### config.mk
export PLATFORM = sky130hd
export DESIGN_NAME = fm_phase_discriminator
export DESIGN_NICKNAME = d
export VERILOG_FILES = /design/src/design/fmpd_pkg.sv /design/src/design/fmpd_regs.sv /design/src/design/fmpd_cordic.sv /design/src/design/fmpd_divider.sv /design/src/design/fm_phase_discriminator.sv
export SDC_FILE = /design/constraint.sdc
export NUM_CORES = 2
export LEC_CHECK = 0
export BUFFER_PORTS_ARGS = -buffer_cell sky130_fd_sc_hd__buf_2
export CAP_MARGIN = 20
export CORE_AREA = 5 5 343 429
export DETAILED_ROUTE_END_ITERATION = 12
export DIE_AREA = 0 0 348 434
export PLACE_DENSITY = 0.72
export SYNTH_ARGS = -nofsm -noshare
export SYNTH_HDL_FRONTEND = slang
export SYNTH_SLANG_ARGS = --single-unit
### constraint.sdc
create_clock -name clk -period 7.7 [get_ports clk]
set_input_delay 1.54 -clock clk [delete_from_list [all_inputs] [get_ports clk]]
set_output_delay 1.54 -clock clk [all_outputs]
set_load 0.01 [all_outputs]
### src/design/fmpd_pkg.sv
package fmpd_pkg;

	// Register file
	localparam int ADDR_W = 4;
	localparam int DATA_W = 32;
	localparam logic [1:0] REG_WINDOW = 2'd0;
	localparam logic [1:0] REG_DECIM  = 2'd1;
	localparam logic [1:0] REG_GAIN   = 2'd2;

	localparam int WIN_REG_W  = 7;
	localparam int DEC_REG_W  = 9;
	localparam int GAIN_W     = 16;

	localparam logic [WIN_REG_W-1:0] WIN_RESET  = 7'd32;
	localparam logic [DEC_REG_W-1:0] DEC_RESET  = 9'd16;
	localparam logic [GAIN_W-1:0]    GAIN_RESET = 16'd32000;

	// Datapath widths
	localparam int ANGLE_W      = 16;
	localparam int OUT_W        = 32;
	localparam int TURN_W       = 32;
	localparam int CORDIC_STEPS = 16;
	localparam int STEP_W       = 4;
	localparam int PRESCALE     = 8;

	typedef struct packed {
		logic [WIN_REG_W-1:0] window_length;
		logic [DEC_REG_W-1:0] decimation_factor;
		logic [GAIN_W-1:0]    rate_gain;
		logic                 window_clear;
	} cfg_t;

	// atan(2^-k) in units of 2^-32 turn
	function automatic logic [TURN_W-1:0] atan_turn(input logic [STEP_W-1:0] k);
		logic [TURN_W-1:0] t;
		case (k)
			4'd0:    t = 32'd536870912;
			4'd1:    t = 32'd316933406;
			4'd2:    t = 32'd167458907;
			4'd3:    t = 32'd85004756;
			4'd4:    t = 32'd42667331;
			4'd5:    t = 32'd21354465;
			4'd6:    t = 32'd10679838;
			4'd7:    t = 32'd5340245;
			4'd8:    t = 32'd2670163;
			4'd9:    t = 32'd1335087;
			4'd10:   t = 32'd667544;
			4'd11:   t = 32'd333772;
			4'd12:   t = 32'd166886;
			4'd13:   t = 32'd83443;
			4'd14:   t = 32'd41722;
			default: t = 32'd20861;
		endcase
		return t;
	endfunction

endpackage

### src/design/fmpd_regs.sv
module fmpd_regs
	import fmpd_pkg::*;
(
	input  logic              clk,
	input  logic              arst_n,
	input  logic              psel,
	input  logic              penable,
	input  logic              pwrite,
	input  logic [ADDR_W-1:0] paddr,
	input  logic [DATA_W-1:0] pwdata,
	output logic [DATA_W-1:0] prdata,
	output logic              pready,
	output cfg_t              cfg
);

	logic [WIN_REG_W-1:0] window_q;
	logic [DEC_REG_W-1:0] decim_q;
	logic [GAIN_W-1:0]    gain_q;
	logic                 wr_en;
	logic [1:0]           reg_idx;

	assign pready  = 1'b1;
	assign reg_idx = paddr[3:2];
	assign wr_en   = psel && penable && pwrite;

	// Write registers
	always_ff @(posedge clk or negedge arst_n) begin
		if (!arst_n) begin
			window_q <= WIN_RESET;
			decim_q  <= DEC_RESET;
			gain_q   <= GAIN_RESET;
		end else if (wr_en) begin
			unique case (reg_idx)
				REG_WINDOW: window_q <= pwdata[WIN_REG_W-1:0];
				REG_DECIM:  decim_q  <= pwdata[DEC_REG_W-1:0];
				REG_GAIN:   gain_q   <= pwdata[GAIN_W-1:0];
				default: ;
			endcase
		end
	end

	// Read back
	always_comb begin
		unique case (reg_idx)
			REG_WINDOW: prdata = DATA_W'(window_q);
			REG_DECIM:  prdata = DATA_W'(decim_q);
			REG_GAIN:   prdata = DATA_W'(gain_q);
			default:    prdata = '0;
		endcase
	end

	// Restart the filter on every write to the window register
	always_comb begin
		cfg.window_length     = window_q;
		cfg.decimation_factor = decim_q;
		cfg.rate_gain         = gain_q;
		cfg.window_clear      = wr_en && (reg_idx == REG_WINDOW);
	end

endmodule

### src/design/fmpd_cordic.sv
module fmpd_cordic
	import fmpd_pkg::*;
#(
	parameter int SAMPLE_BITS = 16
) (
	input  logic                          clk,
	input  logic                          arst_n,
	input  logic                          start,
	input  logic signed [SAMPLE_BITS-1:0] in_phase,
	input  logic signed [SAMPLE_BITS-1:0] quadrature,
	output logic                          done,
	output logic [ANGLE_W-1:0]            angle
);

	// prescaled magnitude plus CORDIC growth and negation headroom
	localparam int XW = SAMPLE_BITS + PRESCALE + 2;

	logic signed [XW-1:0] x_q, y_q;
	logic [TURN_W-1:0]    z_q;
	logic [STEP_W-1:0]    k_q;
	logic                 busy_q, done_q, zero_q;
	logic signed [XW-1:0] xs, ys, dx, dy;

	// Prescale the sample
	assign xs = XW'(in_phase) <<< PRESCALE;
	assign ys = XW'(quadrature) <<< PRESCALE;
	assign dx = y_q >>> k_q;
	assign dy = x_q >>> k_q;

	// Load on start, then one vectoring micro-rotation per cycle
	always_ff @(posedge clk or negedge arst_n) begin
		if (!arst_n) begin
			busy_q <= 1'b0;
			done_q <= 1'b0;
			zero_q <= 1'b0;
			k_q    <= '0;
			x_q    <= '0;
			y_q    <= '0;
			z_q    <= '0;
		end else begin
			done_q <= 1'b0;
			if (start) begin
				busy_q <= 1'b1;
				k_q    <= '0;
				zero_q <= (in_phase == '0) && (quadrature == '0);
				if (xs < 0) begin
					x_q <= -xs;
					y_q <= -ys;
					z_q <= 32'h8000_0000;
				end else begin
					x_q <= xs;
					y_q <= ys;
					z_q <= '0;
				end
			end else if (busy_q) begin
				if (y_q >= 0) begin
					x_q <= x_q + dx;
					y_q <= y_q - dy;
					z_q <= z_q + atan_turn(k_q);
				end else begin
					x_q <= x_q - dx;
					y_q <= y_q + dy;
					z_q <= z_q - atan_turn(k_q);
				end
				k_q <= k_q + 1'b1;
				if (k_q == STEP_W'(CORDIC_STEPS - 1)) begin
					busy_q <= 1'b0;
					done_q <= 1'b1;
				end
			end
		end
	end

	// Round the turn count to a 16-bit binary angle
	assign done  = done_q;
	assign angle = zero_q ? '0 : z_q[TURN_W-1:TURN_W-ANGLE_W] + ANGLE_W'(z_q[TURN_W-ANGLE_W-1]);

endmodule

### src/design/fmpd_divider.sv
module fmpd_divider #(
	parameter int N_W = 40,
	parameter int D_W = 7
) (
	input  logic           clk,
	input  logic           arst_n,
	input  logic           start,
	input  logic [N_W-1:0] dividend,
	input  logic [D_W-1:0] divisor,
	output logic           done,
	output logic [N_W-1:0] quotient
);

	// two restoring steps per cycle
	localparam int DV_W  = N_W + (N_W % 2);
	localparam int STEPS = DV_W / 2;
	localparam int CNT_W = $clog2(STEPS + 1);

	logic [DV_W-1:0]  nq_q;
	logic [D_W-1:0]   rem_q;
	logic [D_W-1:0]   div_q;
	logic [CNT_W-1:0] cnt_q;
	logic             busy_q, done_q;
	logic [DV_W-1:0]  nq_n;
	logic [D_W:0]     r_n;

	// Shift in two dividend bits, subtract where the divisor fits
	always_comb begin
		nq_n = nq_q;
		r_n  = {1'b0, rem_q};
		for (int j = 0; j < 2; j++) begin
			r_n  = {r_n[D_W-1:0], nq_n[DV_W-1]};
			nq_n = nq_n << 1;
			if (r_n >= {1'b0, div_q}) begin
				r_n     = r_n - {1'b0, div_q};
				nq_n[0] = 1'b1;
			end
		end
	end

	always_ff @(posedge clk or negedge arst_n) begin
		if (!arst_n) begin
			busy_q <= 1'b0;
			done_q <= 1'b0;
			cnt_q  <= '0;
			nq_q   <= '0;
			rem_q  <= '0;
			div_q  <= '0;
		end else begin
			done_q <= 1'b0;
			if (start) begin
				busy_q <= 1'b1;
				cnt_q  <= '0;
				nq_q   <= DV_W'(dividend);
				rem_q  <= '0;
				div_q  <= divisor;
			end else if (busy_q) begin
				nq_q  <= nq_n;
				rem_q <= r_n[D_W-1:0];
				cnt_q <= cnt_q + 1'b1;
				if (cnt_q == CNT_W'(STEPS - 1)) begin
					busy_q <= 1'b0;
					done_q <= 1'b1;
				end
			end
		end
	end

	assign done     = done_q;
	assign quotient = nq_q[N_W-1:0];

endmodule

### src/design/fm_phase_discriminator.sv
// Channel  Direction  Handshake            Payload
// config   in/out     psel/penable/pready  paddr, pwdata, prdata (APB write/read)
// input    in         in_valid/in_ready    in_phase, quadrature
// output   out        out_valid/out_ready  freq_out
//
// One request at a time; in_ready is high only while the sequencer is idle.
// Angle: 16 CORDIC iterations of one shared rotator, one per cycle.
// An item without result passes rotation and ring update (the first sample rotation only);
// with a result it goes on through multiply, divide and hand-off.
// Reset clears the filter at once: ring entries read as zero until the ring wraps.
// A result waiting on out_ready does not block the next request; a second one stalls.
module fm_phase_discriminator
	import fmpd_pkg::*;
#(
	parameter int WINDOW_MAX  = 64,
	parameter int SAMPLE_BITS = 16,
	parameter int DECIM_MAX   = 256
) (
	input  logic                          clk,
	input  logic                          arst_n,
	input  logic                          psel,
	input  logic                          penable,
	input  logic                          pwrite,
	input  logic [ADDR_W-1:0]             paddr,
	input  logic [DATA_W-1:0]             pwdata,
	output logic [DATA_W-1:0]             prdata,
	output logic                          pready,
	input  logic                          in_valid,
	output logic                          in_ready,
	input  logic signed [SAMPLE_BITS-1:0] in_phase,
	input  logic signed [SAMPLE_BITS-1:0] quadrature,
	output logic                          out_valid,
	input  logic                          out_ready,
	output logic signed [OUT_W-1:0]       freq_out
);

	localparam int RP_W   = $clog2(WINDOW_MAX);
	localparam int WCNT_W = $clog2(WINDOW_MAX + 1);
	localparam int DC_W   = $clog2(DECIM_MAX);
	localparam int DCNT_W = $clog2(DECIM_MAX + 1);
	localparam int SUM_W  = ANGLE_W + 1 + $clog2(WINDOW_MAX);
	localparam int PROD_W = SUM_W + GAIN_W + 1;

	typedef enum logic [6:0] {
		S_IDLE   = 7'b0000001,
		S_ROT    = 7'b0000010,
		S_UPD    = 7'b0000100,
		S_MUL    = 7'b0001000,
		S_DIV_GO = 7'b0010000,
		S_DIV    = 7'b0100000,
		S_OUT    = 7'b1000000
	} state_t;

	cfg_t                        cfg;
	state_t                      state_q;
	logic                        cor_start, cor_done;
	logic [ANGLE_W-1:0]          cor_angle;
	logic [ANGLE_W-1:0]          prev_q;
	logic                        have_prev_q;
	logic signed [ANGLE_W-1:0]   diff_q;
	logic [RP_W-1:0]             pos_q;
	logic                        wrapped_q;
	logic signed [SUM_W-1:0]     sum_q;
	logic [DC_W-1:0]             dcnt_q;
	logic signed [PROD_W-1:0]    prod_q;
	logic signed [OUT_W-1:0]     freq_q;
	logic                        out_valid_q;
	logic [WCNT_W-1:0]           win_eff;
	logic [DCNT_W-1:0]           dec_eff;
	logic signed [ANGLE_W-1:0]   ring_mem [WINDOW_MAX];
	logic signed [ANGLE_W-1:0]   ring_rd_q;
	logic signed [ANGLE_W-1:0]   old_diff;
	logic [PROD_W-1:0]           mag;
	logic                        div_start, div_done;
	logic [PROD_W-1:0]           quo, quo_neg;
	logic signed [OUT_W-1:0]     sat_val;
	logic                        emit;

	fmpd_regs u_regs (
		.clk     (clk),
		.arst_n  (arst_n),
		.psel    (psel),
		.penable (penable),
		.pwrite  (pwrite),
		.paddr   (paddr),
		.pwdata  (pwdata),
		.prdata  (prdata),
		.pready  (pready),
		.cfg     (cfg)
	);

	fmpd_cordic #(
		.SAMPLE_BITS (SAMPLE_BITS)
	) u_cordic (
		.clk        (clk),
		.arst_n     (arst_n),
		.start      (cor_start),
		.in_phase   (in_phase),
		.quadrature (quadrature),
		.done       (cor_done),
		.angle      (cor_angle)
	);

	fmpd_divider #(
		.N_W (PROD_W),
		.D_W (WCNT_W)
	) u_div (
		.clk      (clk),
		.arst_n   (arst_n),
		.start    (div_start),
		.dividend (mag),
		.divisor  (win_eff),
		.done     (div_done),
		.quotient (quo)
	);

	// Clamp window and decimation settings into range
	always_comb begin
		if (cfg.window_length == '0)
			win_eff = WCNT_W'(1);
		else if (32'(cfg.window_length) > WINDOW_MAX)
			win_eff = WCNT_W'(WINDOW_MAX);
		else
			win_eff = WCNT_W'(cfg.window_length);
		if (cfg.decimation_factor == '0)
			dec_eff = DCNT_W'(1);
		else if (32'(cfg.decimation_factor) > DECIM_MAX)
			dec_eff = DCNT_W'(DECIM_MAX);
		else
			dec_eff = DCNT_W'(cfg.decimation_factor);
	end

	assign in_ready  = (state_q == S_IDLE);
	assign cor_start = in_valid && in_ready;
	assign div_start = (state_q == S_DIV_GO);
	assign emit      = (dcnt_q == '0);

	// Entries not yet written since the last clear read as zero
	assign old_diff = wrapped_q ? ring_rd_q : '0;

	// Difference ring
	always_ff @(posedge clk) begin
		if (state_q == S_UPD)
			ring_mem[pos_q] <= diff_q;
		ring_rd_q <= ring_mem[pos_q];
	end

	// Magnitude for the divider, signed saturation of the quotient
	assign mag     = prod_q[PROD_W-1] ? PROD_W'(-prod_q) : PROD_W'(prod_q);
	assign quo_neg = ~quo + PROD_W'(1);
	always_comb begin
		if (!prod_q[PROD_W-1]) begin
			if (quo > PROD_W'(64'h7FFF_FFFF))
				sat_val = 32'sh7FFF_FFFF;
			else
				sat_val = OUT_W'(quo);
		end else begin
			if (quo > PROD_W'(64'h8000_0000))
				sat_val = 32'sh8000_0000;
			else
				sat_val = OUT_W'(quo_neg);
		end
	end

	// Sequencer and filter state
	always_ff @(posedge clk or negedge arst_n) begin
		if (!arst_n) begin
			state_q     <= S_IDLE;
			prev_q      <= '0;
			have_prev_q <= 1'b0;
			diff_q      <= '0;
			pos_q       <= '0;
			wrapped_q   <= 1'b0;
			sum_q       <= '0;
			dcnt_q      <= '0;
			prod_q      <= '0;
			freq_q      <= '0;
			out_valid_q <= 1'b0;
		end else begin
			// drop the result once taken
			if (out_valid_q && out_ready && state_q != S_OUT)
				out_valid_q <= 1'b0;
			if (cfg.window_clear) begin
				pos_q     <= '0;
				wrapped_q <= 1'b0;
				sum_q     <= '0;
			end
			unique case (state_q)
				S_IDLE: begin
					if (cor_start)
						state_q <= S_ROT;
				end
				S_ROT: begin
					if (cor_done) begin
						prev_q <= cor_angle;
						if (!have_prev_q) begin
							have_prev_q <= 1'b1;
							state_q     <= S_IDLE;
						end else begin
							diff_q  <= $signed(cor_angle - prev_q);
							state_q <= S_UPD;
						end
					end
				end
				S_UPD: begin
					sum_q <= sum_q - SUM_W'(old_diff) + SUM_W'(diff_q);
					if (32'(pos_q) + 1 >= 32'(win_eff)) begin
						pos_q     <= '0;
						wrapped_q <= 1'b1;
					end else begin
						pos_q <= pos_q + 1'b1;
					end
					if (32'(dcnt_q) + 1 >= 32'(dec_eff))
						dcnt_q <= '0;
					else
						dcnt_q <= dcnt_q + 1'b1;
					state_q <= emit ? S_MUL : S_IDLE;
				end
				S_MUL: begin
					prod_q  <= sum_q * $signed({1'b0, cfg.rate_gain});
					state_q <= S_DIV_GO;
				end
				S_DIV_GO: begin
					state_q <= S_DIV;
				end
				S_DIV: begin
					if (div_done)
						state_q <= S_OUT;
				end
				S_OUT: begin
					// hold until the output register is free
					if (!out_valid_q || out_ready) begin
						freq_q      <= sat_val;
						out_valid_q <= 1'b1;
						state_q     <= S_IDLE;
					end
				end
				default: state_q <= S_IDLE;
			endcase
		end
	end

	assign out_valid = out_valid_q;
	assign freq_out  = freq_q;

`ifndef SYNTHESIS
	a_cordic_done_in_rot: assert property (@(posedge clk) disable iff (!arst_n)
		cor_done |-> state_q == S_ROT)
		else $error("angle finished outside rotation state");
	a_div_done_in_div: assert property (@(posedge clk) disable iff (!arst_n)
		div_done |-> state_q == S_DIV)
		else $error("quotient finished outside divide state");
	a_pos_in_window: assert property (@(posedge clk) disable iff (!arst_n)
		32'(pos_q) < 32'(win_eff))
		else $error("ring position beyond active window");
	a_accept_starts_rot: assert property (@(posedge clk) disable iff (!arst_n)
		in_valid && in_ready |=> state_q == S_ROT)
		else $error("accepted request did not start rotation");
`endif

endmodule

* Word level (Yosys, flattened, before mapping) *
Memory sizes are Yosys's and may differ from the RTL's. A register that Yosys moved wholly into a read port is not among the register bits.
Cells that the tools add are included.
Widths: inputs -> output; s select.

cells by class
  add/subtract/negate cells = 22
  multipliers = 1
  magnitude comparators = 10
  equality and inequality tests = 16
  shift operators = 2
  muxes and demuxes = 74
  bitwise operators = 1
  reductions and logical operators = 25

operator list
  cell                   count
  $mux 32                13
  $mux 26                8
  $mux 40                3
  $mux 7                 10
  $add 26x26->26         2
  $neg 24->26            2
  $sshr 26x4->26         2
  $sub 26x26->26         2
  $pmux 7 s7             1
  $pmux 16 s3            1
  $mux 23                2
  $gt 40x31->1 const B   1
  $gt 40x32->1 const B   1
  $mul 23x17->40         1
  $neg 40->40            1
  $add 32x1->32 const B  1
  $add 32x32->32         1
  $logic_not 16->1       2
  $mux 16                2
  $not 32->32            1
  $sub 32x32->32         1
  $ge 26x1->1 const B    1
  $lt 24x1->1 const B    1
  $add 23x16->23         1
  47 further kinds       90

word-level totals
  bits in registers = 335
  bits in writable memories = 1024
  memory bits (read-only) = 960
  input port bits = 75
  output and inout bits = 67
  logic and storage cells = 181
  memories = 3

memory list
  memory           depth  width  read ports  clocked after memory_dff  write ports  RTL line                      RTL
  ring_mem         64     16     1           1                         1            fm_phase_discriminator.sv:70  logic signed [ANGLE_W-1:0] ring_mem [WINDOW_MAX];
  (no name shown)  16     30     1           0                         0            fmpd_pkg.sv:36                case (k)
  (no name shown)  16     30     1           0                         0            fmpd_pkg.sv:36

* Longest topological paths before layout *
  depth in word-level cells = 8
  gate-level depth with buffers = 29
  gate-level depth less buffers = 24

* Hierarchy *
A second synthesis with hierarchy kept.

unflattened totals
  cell total of the unflattened synthesis = 6910
  area total of the unflattened synthesis = 79840.3 sq um

by module, submodules not included
  module                  instances  cells each  area an instance (sq um)
  fm_phase_discriminator  1          4761        61285.0
  fmpd_cordic             1          1668        13480.4
  fmpd_divider            1          357         3478.3
  fmpd_regs               1          124         1596.5

* Worst setup path after synthesis *
Ideal clock, no wire load.

  path type = flip-flop to flip-flop
  from = register sum_q[10]
  to = register prod_q[38]
  setup time = 133 ps
  data arrival time = 6669 ps
  data required time = 7567 ps
  setup slack = 898 ps
  cell stages (with the launch flop) = 22
  clock period less this slack = 6802 ps
  path through = dfrtp_1 clkbuf_1 clkbuf_1 nand2_1 fa_1 fa_1 fa_1 fa_1 inv_1 fa_1 fa_1 ha_1 and3_1 a221o_1 a2111oi_0 nor4b_1 o31ai_1 a31oi_1 or4_1 a31oi_1 xor2_1 o21ai_0

on the way
  word-level cells in the longest chain between the ends = 1

RTL lines
  what                    RTL line                       RTL
  from (decl)             fm_phase_discriminator.sv:63   logic signed [SUM_W-1:0] sum_q;
  from (signal assigned)  fm_phase_discriminator.sv:206  sum_q <= sum_q - SUM_W'(old_diff) + SUM_W'(diff_q);
  $mul 23x17->40          fm_phase_discriminator.sv:220  prod_q <= sum_q * $signed({1'b0, cfg.rate_gain});
  to (signal assigned)    fm_phase_discriminator.sv:220
  to (decl)               fm_phase_discriminator.sv:65   logic signed [PROD_W-1:0] prod_q;

Every way passes these cells.
A chain may end at the register's enable or synchronous reset.

* Worst setup path in the final report *
  from = register u_regs.gain_q[2]
  to = register prod_q[38]

on the way
  word-level cells in the longest chain between the ends = 1

RTL lines
  what                    RTL line                       RTL
  from (decl)             fmpd_regs.sv:18                logic [GAIN_W-1:0] gain_q;
  from (signal assigned)  fmpd_regs.sv:36                REG_GAIN: gain_q <= pwdata[GAIN_W-1:0];
  $mul 23x17->40          fm_phase_discriminator.sv:220

Every way passes these cells.

==> flow_summary.json <==
{
  "cts_buffers": 136,
  "fmax_mhz": 138.2,
  "post-route-period-util": 0.9395,
  "grt_pass1_wl_mm": 317.8,
  "antenna_found_initial": 2,
  "rsz0062_at_grt": "no",
  "yosysSeqAreaShare": 0.4981,
  "drv_cap": 0,
  "cts_sinks": 1375,
  "tns_ns": 0,
  "cp_data_required_time_ns": 8.31,
  "route.detailed.drc": 0,
  "slew_headroom": 0.1495,
  "path_clk_slew_ns": 0.06,
  "via_per_inst": 6.189,
  "min_period_ns": 7.234,
  "tightest_slew_ns": 1.264,
  "synth_top_area_frac": 0.3881,
  "cts_resized": 0,
  "vias": 54960,
  "fp.dieW_um": 348,
  "synthTopCellsByCount": "1024 x edfxtp_1, 650 x nand2_1, 616 x inv_1",
  "clockRootBuffer": "clkbuf_16",
  "status": "finished clean",
  "syn-cell-area_um2": 79230,
  "cts_setup_buffers": 0,
  "fp.dieH_um": 434,
  "hold_viol": 0,
  "areaGrowthSynthToFinish_pct": 9.254,
  "fin_nets": 7625,
  "synth-async-reset-ratio": 0.2436,
  "row_count": 155,
  "grt_usage": 0.2693,
  "synth.most_common_cell": "edfxtp_1",
  "drtAntennaViolNets": 0,
  "initial_core_util": 0.5566,
  "cts_tree": "done",
  "overflow": 0,
  "startpoint_type": "flip-flop",
  "drt-initial-drc-count": 5205,
  "arrival_ns": 7.85,
  "antenna_cells": 0,
  "yosys.cell_types.count": 96,
  "slew_violations": 0,
  "drive_above_1_share": 0.09920,
  "coreArea_um2": 142300,
  "synth_area_leaders": "edfxtp_1 39%, dfrtp_1 10%, fa_1 9.9%",
  "first_global_vias": 55080,
  "clockBufferDepth": 3,
  "dieArea_um2": 151000,
  "worst_skew_pair.late_latency_ns": 0.78,
  "synth_warnings": 0,
  "critPathMaxFanout": 12,
  "htreeDepth": 4,
  "portBuffers": 106,
  "skew_ns": 0.03847,
  "crit_path_end_kind": "flip-flop",
  "drt_pre_antenna_iters": 6,
  "place.gp.congestion": 0.9137,
  "nFillCells": 11160,
  "yosys.area.top_type": "edfxtp_1",
  "setup_viol": 0,
  "avgSynthCellArea_um2": 11.56,
  "synth-edff-count": 1024,
  "postCtsHoldBufs": 0,
  "crit_type": "reg2reg",
  "io_pins": 142,
  "dp_hpwl_mm": 133.1,
  "min_path_type": "reg2reg",
  "wl_per_cell_um": 23.12,
  "synthFlopType": "edfxtp_1",
  "synthCells": 6854,
  "ys_seq_elements": 1375,
  "wirelength_mm": 205.3,
  "grt_max_degree": 134
}
routing by layer:
layer / track usage / wire [um]
met3: 0.03972 / 16140
met2: 0.4612 / 100500
met5: 0 / 0
met4: 0.1182 / 10130
met1: 0.3433 / 78540
state kept, by name, indices dropped and copies added, names as in the netlist, 4 cells and up:
| register | cells |
|---|---|
| dcnt_q | 8 |
| diff_q | 16 |
| freq_out | 32 |
| pos_q | 6 |
| prev_q | 16 |
| prod_q | 40 |
| ring_mem | 1024 |
| ring_rd_q | 16 |
| state_q | 7 |
| sum_q | 23 |
| u_cordic.k_q | 4 |
| u_cordic.x_q | 26 |
| u_cordic.y_q | 26 |
| u_cordic.z_q | 32 |
| u_div.cnt_q | 5 |
| u_div.div_q | 7 |
| u_div.quotient | 40 |
| u_div.rem_q | 7 |
| u_regs.decim_q | 9 |
| u_regs.gain_q | 16 |
| u_regs.window_q | 7 |
cells in the final DEF, fill, tap and decap left out, types with 41 or more instances in the layout:
cell / instances
mux2i_1: 118
inv_1: 616
fa_1: 391
a221oi_1: 114
buf_2: 105
o31ai_1: 59
a22oi_1: 301
dfrtp_1: 303
o21ai_0: 311
nand2_1: 650
a211oi_1: 53
edfxtp_1: 1024
a22o_1: 113
nand2b_1: 41
xor2_1: 118
a31oi_1: 148
nor3_1: 65
nand3_1: 108
ha_1: 267
buf_4: 167
nor2_1: 329
mux2_2: 73
and2_1: 183
a21o_1: 82
a21oi_1: 245
xnor2_1: 184
mux4_2: 57
clkbuf_16: 139
cells by family (layout without fill, tap and decap cells):
kind of cell             Yosys count  after routing  synth area share
AND/OR/NAND/NOR                 1645           1645           0.09853
AO/OA/AOI/OAI                   1606           1606            0.1374
other                              2             17        0.00009479
XOR/XNOR                         302            302           0.03339
flip-flops                      1375           1375            0.4981
buffers and inverters           1017           1144           0.04983
adder cells (fa/ha/maj)          658            658            0.1410
multiplexers                     249            249           0.04166
stage by stage:
stage / cells / cell area (um^2) / util / worst slack [ns] / hold WS (ns)
finish: 8880 / 86560 / 0.6081 / 0.4662 / 0.4781
global route: 8880 / 86560 / 0.6081 / 0.09510 / 0.5096
CTS: 8877 / 86490 / 0.6076 / 0.09532 / 0.4863
detailed placement: 8635 / 82090 / 0.5767 / 0.1073 / 0.4734
global placement: 8634 / 82080 / 0.5766 / 0.3008 / 0.4639
floorplan: 6869 / 79280 / - / 0.8979 / 0.4485
area by class of cell:
type                            instances  area [um^2]  area share
Clock inverter                         69        739.5    0.008543
Timing Repair Buffer                  284         2013     0.02326
Clock buffer                          173         3666     0.04235
Sequential cell                      1375        39500      0.4563
Inverter                              618         2320     0.02680
Tap cell                             1884         2357     0.02723
Multi-Input combinational cell       4477        35970      0.4155
path summary, 6_finish.rpt:
check                                              from                        endpoint  slack (ns)  cells past startpoint
min reg2reg                  u_div.div_q[2]$_DFFE_PN0P_      u_div.div_q[2]$_DFFE_PN0P_        0.48                      2
min in group asynchronous                        arst_n  u_div.quotient[10]$_DFFE_PN0P_        0.75                      1
max in group asynchronous                        arst_n     u_cordic.k_q[2]$_DFFE_PN0P_        5.63                      2
max                        u_regs.gain_q[2]$_DFFE_PN0P_          prod_q[38]$_DFFE_PN0P_        0.47                     21
min                          u_div.div_q[2]$_DFFE_PN0P_      u_div.div_q[2]$_DFFE_PN0P_        0.48                      2
max reg2reg                u_regs.gain_q[2]$_DFFE_PN0P_          prod_q[38]$_DFFE_PN0P_        0.47                     21
worst max-delay path, cell delays in order, from the launching register on:
cell            delay [ns]
dfrtp_1               0.65
nand2_1               0.16
fa_1                  0.57
fa_1                  0.60
fa_1                  0.46
fa_1                  0.55
inv_1                 0.05
fa_1                  0.49
fa_1                  0.42
ha_1                  0.34
and3_1                0.23
a221o_1               0.33
a2111oi_0             0.35
dlymetal6s2s_1        0.24
nor4b_1               0.11
o31ai_1               0.35
buf_4                 0.19
a31oi_1               0.10
or4_1                 0.43
a31oi_1               0.21
xor2_1                0.15
o21ai_0               0.08
Power is left out: the tool's default activity adds up to more than one toggle a clock period on the data nets, which glitch-free logic cannot reach.
